## config.mk

```make
export PLATFORM = sky130hd
export DESIGN_NAME = byte_stuffed_frame_encoder
export DESIGN_NICKNAME = d
export VERILOG_FILES = /design/src/sv/fbe_pkg.sv /design/src/sv/fbe_front.sv /design/src/sv/fbe_fifo.sv /design/src/sv/fbe_back.sv /design/src/sv/byte_stuffed_frame_encoder.sv
export SDC_FILE = /design/constraint.sdc
export NUM_CORES = 1
export LEC_CHECK = 0
export ABC_AREA = 1
export BUFFER_PORTS_ARGS = -buffer_cell sky130_fd_sc_hd__buf_4
export CORE_MARGIN = 1
export CORE_UTILIZATION = 50
export DETAILED_ROUTE_END_ITERATION = 8
export PLACE_DENSITY = 0.63
export SETUP_SLACK_MARGIN = 0.4
export SLEW_MARGIN = 20
export SYNTH_ARGS = -nofsm -noshare
export SYNTH_HDL_FRONTEND = slang
export SYNTH_SLANG_ARGS = --single-unit
```

## constraint.sdc

```tcl
create_clock -name clk -period 3.7 [get_ports clk]
set_input_delay 0.555 -clock clk [delete_from_list [all_inputs] [get_ports clk]]
set_output_delay 0.555 -clock clk [all_outputs]
set_load 0.005 [all_outputs]
```

## src/sv/fbe_pkg.sv

```systemverilog
// Package for the byte-stuffed frame encoder.
// Holds the shared types, codes and constants; no dependencies.
package fbe_pkg;

  localparam int BYTE_W     = 8;
  localparam int CFG_IDX_W  = 2;
  localparam int FIFO_DEPTH = 4;
  localparam int FIFO_AW    = $clog2(FIFO_DEPTH);
  localparam int FIFO_CW    = FIFO_AW + 1;

  localparam logic [BYTE_W-1:0] STUFF_XOR = 8'h20;
  localparam int                SEQ_SHIFT = 6;

  localparam logic [BYTE_W-1:0] FLAG_RESET = 8'h7E;
  localparam logic [BYTE_W-1:0] ESC_RESET  = 8'h7D;
  localparam logic [BYTE_W-1:0] ADDR_RESET = 8'h03;

  // Register indexes of the configuration port
  localparam logic [CFG_IDX_W-1:0] REG_FLAG   = 2'd0;
  localparam logic [CFG_IDX_W-1:0] REG_ESCAPE = 2'd1;
  localparam logic [CFG_IDX_W-1:0] REG_ADDR   = 2'd2;

  typedef struct packed {
    logic [BYTE_W-1:0] flag;
    logic [BYTE_W-1:0] escape;
    logic [BYTE_W-1:0] address;
  } fbe_cfg_t;

  // One classified payload byte, queued for the back end
  typedef struct packed {
    logic [BYTE_W-1:0] data;
    logic [BYTE_W-1:0] check;
    logic              open;
    logic              last;
    logic              seq;
  } fbe_cmd_t;

  // Line byte sequencer steps
  typedef enum logic [3:0] {
    ST_START,
    ST_FLAG,
    ST_ADDR,
    ST_CTRL,
    ST_HCS,
    ST_DATA,
    ST_DATA_X,
    ST_CHK,
    ST_CHK_X,
    ST_CLOSE
  } fbe_step_t;

endpackage

```

## src/sv/fbe_front.sv

```systemverilog
// Front end: accepts payload beats and classifies them into queue commands.
// Tracks frame open state, running check and sequence bit; uses fbe_pkg.
module fbe_front import fbe_pkg::*; (
  input  logic              clk,
  input  logic              rst,
  input  logic              s_tvalid,
  output logic              s_tready,
  input  logic [BYTE_W-1:0] s_tdata,   // payload_byte
  input  logic              s_tlast,   // last_of_frame
  input  logic              q_full,
  output logic              push,
  output fbe_cmd_t          push_cmd
);

  logic              inside_frame;
  logic [BYTE_W-1:0] running_check;
  logic              sequence_bit;
  logic [BYTE_W-1:0] check_next;

  assign s_tready   = !q_full;
  assign push       = s_tvalid && s_tready;
  assign check_next = (inside_frame ? running_check : '0) ^ s_tdata;

  // Build the command for the back end
  always_comb begin
    push_cmd.data  = s_tdata;
    push_cmd.check = check_next;
    push_cmd.open  = !inside_frame;
    push_cmd.last  = s_tlast;
    push_cmd.seq   = sequence_bit;
  end

  // Advance frame state on each accepted beat
  always_ff @(posedge clk) begin
    if (rst) begin
      inside_frame  <= 1'b0;
      running_check <= '0;
      sequence_bit  <= 1'b0;
    end else if (push) begin
      if (s_tlast) begin
        inside_frame  <= 1'b0;
        running_check <= '0;
        sequence_bit  <= !sequence_bit;
      end else begin
        inside_frame  <= 1'b1;
        running_check <= check_next;
      end
    end
  end

endmodule

```

## src/sv/fbe_fifo.sv

```systemverilog
// Short command queue between the front and back ends.
// Register-based ring of FIFO_DEPTH entries; uses fbe_pkg.
module fbe_fifo import fbe_pkg::*; (
  input  logic     clk,
  input  logic     rst,
  input  logic     push,
  input  fbe_cmd_t push_cmd,
  input  logic     pop,
  output fbe_cmd_t head,
  output logic     not_empty,
  output logic     full
);

  fbe_cmd_t           mem [FIFO_DEPTH];
  logic [FIFO_AW-1:0] wr_ptr;
  logic [FIFO_AW-1:0] rd_ptr;
  logic [FIFO_CW-1:0] count;

  assign head      = mem[rd_ptr];
  assign not_empty = (count != '0);
  assign full      = (count == FIFO_CW'(FIFO_DEPTH));

  // Store pushed commands
  always_ff @(posedge clk) begin
    if (push) begin
      mem[wr_ptr] <= push_cmd;
    end
  end

  // Move pointers and fill count
  always_ff @(posedge clk) begin
    if (rst) begin
      wr_ptr <= '0;
      rd_ptr <= '0;
      count  <= '0;
    end else begin
      if (push) begin
        wr_ptr <= wr_ptr + 1'b1;
      end
      if (pop) begin
        rd_ptr <= rd_ptr + 1'b1;
      end
      if (push && !pop) begin
        count <= count + 1'b1;
      end else if (pop && !push) begin
        count <= count - 1'b1;
      end
    end
  end

endmodule

```

## src/sv/fbe_back.sv

```systemverilog
// Back end: expands queued commands into line bytes, one beat per cycle unless stalled.
// Sequences header, stuffed data, stuffed check and closing flag; uses fbe_pkg.
module fbe_back import fbe_pkg::*; (
  input  logic              clk,
  input  logic              rst,
  input  fbe_cfg_t          cfg,
  input  fbe_cmd_t          head,
  input  logic              head_valid,
  output logic              pop,
  output logic              m_tvalid,
  input  logic              m_tready,
  output logic [BYTE_W-1:0] m_tdata,   // line_byte
  output logic              m_tlast    // frame_end
);

  fbe_step_t         step;
  fbe_step_t         step_next;
  fbe_step_t         cur;
  logic              done;
  logic              advance;
  logic              data_stuff;
  logic              chk_stuff;
  logic [BYTE_W-1:0] ctrl;
  logic [BYTE_W-1:0] byte_out;
  logic              end_out;

  assign advance    = head_valid && (!m_tvalid || m_tready);
  assign pop        = advance && done;
  assign data_stuff = (head.data == cfg.flag) || (head.data == cfg.escape);
  assign chk_stuff  = (head.check == cfg.flag) || (head.check == cfg.escape);
  assign ctrl       = BYTE_W'(head.seq) << SEQ_SHIFT;

  // Pick the step to emit: a fresh command starts at header or data
  always_comb begin
    if (step == ST_START) begin
      cur = head.open ? ST_FLAG : ST_DATA;
    end else begin
      cur = step;
    end
  end

  // Next step and end of command
  always_comb begin
    step_next = ST_START;
    done      = 1'b0;
    case (cur)
      ST_FLAG:   step_next = ST_ADDR;
      ST_ADDR:   step_next = ST_CTRL;
      ST_CTRL:   step_next = ST_HCS;
      ST_HCS:    step_next = ST_DATA;
      ST_DATA: begin
        if (data_stuff) begin
          step_next = ST_DATA_X;
        end else if (head.last) begin
          step_next = ST_CHK;
        end else begin
          done = 1'b1;
        end
      end
      ST_DATA_X: begin
        if (head.last) begin
          step_next = ST_CHK;
        end else begin
          done = 1'b1;
        end
      end
      ST_CHK:    step_next = chk_stuff ? ST_CHK_X : ST_CLOSE;
      ST_CHK_X:  step_next = ST_CLOSE;
      ST_CLOSE:  done = 1'b1;
      default:   done = 1'b1;
    endcase
  end

  // Line byte for the current step
  always_comb begin
    byte_out = cfg.flag;
    end_out  = 1'b0;
    case (cur)
      ST_FLAG:   byte_out = cfg.flag;
      ST_ADDR:   byte_out = cfg.address;
      ST_CTRL:   byte_out = ctrl;
      ST_HCS:    byte_out = cfg.address ^ ctrl;
      ST_DATA:   byte_out = data_stuff ? cfg.escape : head.data;
      ST_DATA_X: byte_out = head.data ^ STUFF_XOR;
      ST_CHK:    byte_out = chk_stuff ? cfg.escape : head.check;
      ST_CHK_X:  byte_out = head.check ^ STUFF_XOR;
      ST_CLOSE: begin
        byte_out = cfg.flag;
        end_out  = 1'b1;
      end
      default:   byte_out = cfg.flag;
    endcase
  end

  // Sequencer state and output valid
  always_ff @(posedge clk) begin
    if (rst) begin
      step     <= ST_START;
      m_tvalid <= 1'b0;
    end else if (advance) begin
      step     <= done ? ST_START : step_next;
      m_tvalid <= 1'b1;
    end else if (m_tready) begin
      m_tvalid <= 1'b0;
    end
  end

  // Output register payload
  always_ff @(posedge clk) begin
    if (advance) begin
      m_tdata <= byte_out;
      m_tlast <= end_out;
    end
  end

endmodule

```

## src/sv/byte_stuffed_frame_encoder.sv

```systemverilog
// Byte-stuffed frame encoder: accepted payload beats pass through the command
// queue to the output register. Each command becomes line bytes (header before an
// opening byte, escape pair if stuffed, check and flag after the last), one byte
// per cycle unless stalled; a 4-entry queue lets input beats arrive back to back.
// Synchronous active-high reset clears frame state, queue and output valid, and
// restores flag 0x7E, escape 0x7D and address 0x03.
module byte_stuffed_frame_encoder import fbe_pkg::*; (
  input  logic                 clk,
  input  logic                 rst,
  input  logic                 s_tvalid,
  output logic                 s_tready,
  input  logic [BYTE_W-1:0]    s_tdata,    // [7:0] payload_byte
  input  logic                 s_tlast,    // last_of_frame
  output logic                 m_tvalid,
  input  logic                 m_tready,
  output logic [BYTE_W-1:0]    m_tdata,    // [7:0] line_byte
  output logic                 m_tlast,    // frame_end
  input  logic                 cfg_valid,
  output logic                 cfg_ready,
  input  logic [CFG_IDX_W-1:0] cfg_index,
  input  logic [BYTE_W-1:0]    cfg_data
);

  fbe_cfg_t cfg;
  fbe_cmd_t push_cmd;
  fbe_cmd_t head;
  logic     push;
  logic     pop;
  logic     q_full;
  logic     q_not_empty;

  assign cfg_ready = 1'b1;

  // Configuration registers
  always_ff @(posedge clk) begin
    if (rst) begin
      cfg.flag    <= FLAG_RESET;
      cfg.escape  <= ESC_RESET;
      cfg.address <= ADDR_RESET;
    end else if (cfg_valid && cfg_ready) begin
      case (cfg_index)
        REG_FLAG:   cfg.flag    <= cfg_data;
        REG_ESCAPE: cfg.escape  <= cfg_data;
        REG_ADDR:   cfg.address <= cfg_data;
        default: ;
      endcase
    end
  end

  fbe_front u_front (
    .clk      (clk),
    .rst      (rst),
    .s_tvalid (s_tvalid),
    .s_tready (s_tready),
    .s_tdata  (s_tdata),
    .s_tlast  (s_tlast),
    .q_full   (q_full),
    .push     (push),
    .push_cmd (push_cmd)
  );

  fbe_fifo u_fifo (
    .clk       (clk),
    .rst       (rst),
    .push      (push),
    .push_cmd  (push_cmd),
    .pop       (pop),
    .head      (head),
    .not_empty (q_not_empty),
    .full      (q_full)
  );

  fbe_back u_back (
    .clk        (clk),
    .rst        (rst),
    .cfg        (cfg),
    .head       (head),
    .head_valid (q_not_empty),
    .pop        (pop),
    .m_tvalid   (m_tvalid),
    .m_tready   (m_tready),
    .m_tdata    (m_tdata),
    .m_tlast    (m_tlast)
  );

endmodule

```

==> impl_metrics.env <==
export IMPL_status="completed"
export IMPL_grt_setup_unrepaired="false"
export IMPL_fin_tns_setup_ns=0
export IMPL_cp_max_fo=39
export IMPL_port_buffer_count=34
export IMPL_synthCells=774
export IMPL_clock_fmax_ghz=0.3389
export IMPL_crit_required_ns=4.00
export IMPL_htree_num_levels=4
export IMPL_die_area_mm2=0.01336
export IMPL_hold_viol=0
export IMPL_worst_slew_pin_slew_ns=0.6442
export IMPL_fin_crit_ns=2.951
export IMPL_antenna_found_initial=0
export IMPL_period_share_pct=79.76
export IMPL_pin_count=36
export IMPL_vdd_drop_max_uv=317.2
export IMPL_post_cts_buffers=0
export IMPL_ys_seq_elements=133
export IMPL_avgViaCountPerCell=5.267
export IMPL_place_gp_congestion=0.8918
export IMPL_track_usage_pct=25.02
export IMPL_dpl_hpwl_um=10850
export IMPL_grt_max_degree=40
export IMPL_synthToLayoutAreaGrowth_pct=16.37
export IMPL_dp_cells=969
export IMPL_finalInstanceArea_mm2=0.007508
export IMPL_multi_input_area_mm2=0.002556
export IMPL_coreArea_mm2=0.01262
export IMPL_nets=846
export IMPL_drc_errors=0
export IMPL_synth_seq_area_share_pct=54.45
export IMPL_arrival_ns=3.25
export IMPL_clockBufferDepth=2
export IMPL_post_route_util_pct=59.50
export IMPL_cts_resized_gates=0
export IMPL_cp_slowest_stage_delay_ns=0.40
export IMPL_syn_area_mm2=0.006452
export IMPL_skew_ns=0.01058
export IMPL_cts_root_buffer="clkbuf_16"
export IMPL_die_h_um=115.6
export IMPL_maxCapViolations=0
export IMPL_antenna_cells=0
export IMPL_cts_tree="yes"
export IMPL_grt_overflow=0
export IMPL_worst_slew_margin_rel_pct=56.95
export IMPL_avgSynthCellArea_um2=8.336
export IMPL_grt_pass1_wl_um=24760
export IMPL_worst_path_most_repeated_cell="nand2_1"
export IMPL_cts_sinks=133
export IMPL_vias=5272
export IMPL_routed_wirelength_um=15400
export IMPL_crit_slowest_cell="dfxtp_1"
export IMPL_clk_pin_slew_ns=0.06
export IMPL_die_w_um=115.6
export IMPL_grt_pass1_vias=4796
export IMPL_wl_per_cell_um=15.38
export IMPL_final_antenna_net_count=0
export IMPL_instances_no_fill=1001
export IMPL_syn_num_nets=804
export IMPL_clock_latency_ns=0.42
export IMPL_min_from="s_tdata[1]"
export IMPL_place_area_mm2=0.006897
export IMPL_rows=41
export IMPL_start_util_pct=51.13
export IMPL_drive_gt1_share_pct=11.34
export IMPL_leakage_nw=3.233
export IMPL_finalSetupViolations=0
export IMPL_fillerInstances=1151
export IMPL_first_pass_iters=6
export IMPL_cts_hold_buf=0
export IMPL_cp_cell_sequence="buf_6 > nand2_1 > nand2_1 > nand2_1 > o21ai_1 > nor2_1 > nor2_2 > nor3_4 > buf_4 > nand4_2 > nand2_2 > nand2_1 > ha_1 > inv_1 > fa_1 > a21oi_1 > o21ai_0 > o21ai_0 > a21oi_1"
export IMPL_ys_warn_count=0
export IMPL_hold_class="input port to flop"
export IMPL_finalMaxSlewViolations=0
export IMPL_crit_path_end_kind="flop"
export IMPL_ys_types=33
export IMPL_start_kind="flop"
export IMPL_p_per_area_mw_per_mm2=734.0
export IMPL_crit_type="flop to flop"
export IMPL_whs_ns=0.3529
export IMPL_seq_area_mm2=0.003513
export IMPL_drtIter0Drc=378
export IMPL_cts_buffers=17
[registers in the layout (all words and copies together), names as in the netlist, named ones only]
signal                 flops
u_back.step                4
u_fifo.mem                76
u_front.sequence_bit       1
u_back.m_tvalid            1
u_fifo.count               3
u_front.running_check      8
u_back.m_tlast             1
u_fifo.wr_ptr              2
u_fifo.rd_ptr              2
cfg                       24
u_back.m_tdata             8
u_front.inside_frame       1
[critical path: cells and delay by family, from the launching register on]
| family | cells | cell delay (ns) |
|---|---|---|
| AND/OR/NAND/NOR | 9 | 0.76 |
| adder cells (fa/ha/maj) | 2 | 0.52 |
| AO/OA/AOI/OAI | 5 | 0.60 |
| buffers and inverters | 3 | 0.57 |
| flip-flops | 1 | 0.40 |
[path summary, 6_finish.rpt]
path	to	depth (start not counted)	slack, ns
worst max-delay path	u_fifo.count[2]$_SDFFE_PP0P_	19	0.75
worst min-delay path	u_fifo.mem[3][12]$_DFFE_PP_	1	0.35
worst min register to register	u_fifo.rd_ptr[0]$_SDFFE_PP0P_	2	0.50
worst max register to register	u_fifo.count[2]$_SDFFE_PP0P_	19	0.75
[report_power, final]
group / internal [mW] / total, mW / switching, mW
Clock: 1.07 / 1.73 / 0.658
Combinational: 0.626 / 1.81 / 1.18
Sequential: 1.87 / 1.98 / 0.107
Total: 3.56 / 5.51 / 1.95
[metrics by stage]
step | total power [mW] | worst slack [ns]
after floorplan | 3.313 | 1.085
after global placement | 3.759 | 0.7673
after detailed placement | 3.794 | 0.6865
after CTS | 5.532 | 0.6405
after global routing | 5.882 | 0.4455
final | 5.511 | 0.7489
[layer usage]
metal  vias to the layer above  part of all wire (%)  global-route usage, %
met3                        23                   5.4                  4.550
met4                         0                   2.2                  9.004
met1                      2415                    47                  34.91
li1                       2674                     -                      -
met2                       160                    46                  39.16
met5                         -                     0                      0
[cells by family (layout without fill, tap and decap cells)]
logic type	count (synthesis)	after routing	share of synthesized area, %
flip-flops	133	133	54.45
other	1	1	0.05812
XOR/XNOR	10	10	1.357
AO/OA/AOI/OAI	74	74	6.845
adder cells (fa/ha/maj)	6	6	1.280
AND/OR/NAND/NOR	458	458	29.98
buffers and inverters	92	147	6.031
[layout make-up]
class | count | area share, %
Sequential cell | 133 | 46.79
Inverter | 67 | 3.383
Tap cell | 172 | 2.866
Clock inverter | 14 | 2.350
Timing Repair Buffer | 48 | 4.849
Multi-Input combinational cell | 549 | 34.04
Clock buffer | 18 | 5.716
[cell usage after synthesis]
library cell	n	area [um2]
nand2_1	244	915.9
nand3_1	103	515.5
nor2_1	86	322.8
edfxtp_1	85	2552
inv_1	60	225.2
dfxtp_1	48	960.9
a21oi_1	20	100.1
o21ai_0	20	100.1
o211ai_1	12	90.09
buf_2	11	55.05
xor2_1	10	87.58
clkbuf_1	9	33.78
nand4_1	9	56.30
a22oi_1	8	60.06
a211oi_1	6	45.04
ha_1	5	62.56
inv_2	5	18.77
nand2_2	4	25.02
nor3_1	4	20.02
a31oi_1	3	18.77
buf_6	3	33.78
nand3b_1	3	22.52
o21ai_1	3	15.01
buf_4	2	15.01
clkinv_1	2	7.510
o22ai_1	2	12.51
conb_1	1	3.750
fa_1	1	20.02
nand2_4	1	11.26
nand3_2	1	10.01
nand4_2	1	12.51
nor2_2	1	6.260
nor3_4	1	16.27
[layout by cell type (no fill, tap or decap), drive strengths merged, types with 18 or more instances in the layout]
| cell type | count |
|---|---|
| a21oi | 20 |
| buf | 48 |
| clkbuf | 18 |
| dfxtp | 48 |
| edfxtp | 85 |
| inv | 70 |
| nand2 | 249 |
| nand3 | 104 |
| nor2 | 87 |
| o21ai | 23 |
Power figures use the tool's default switching activity.
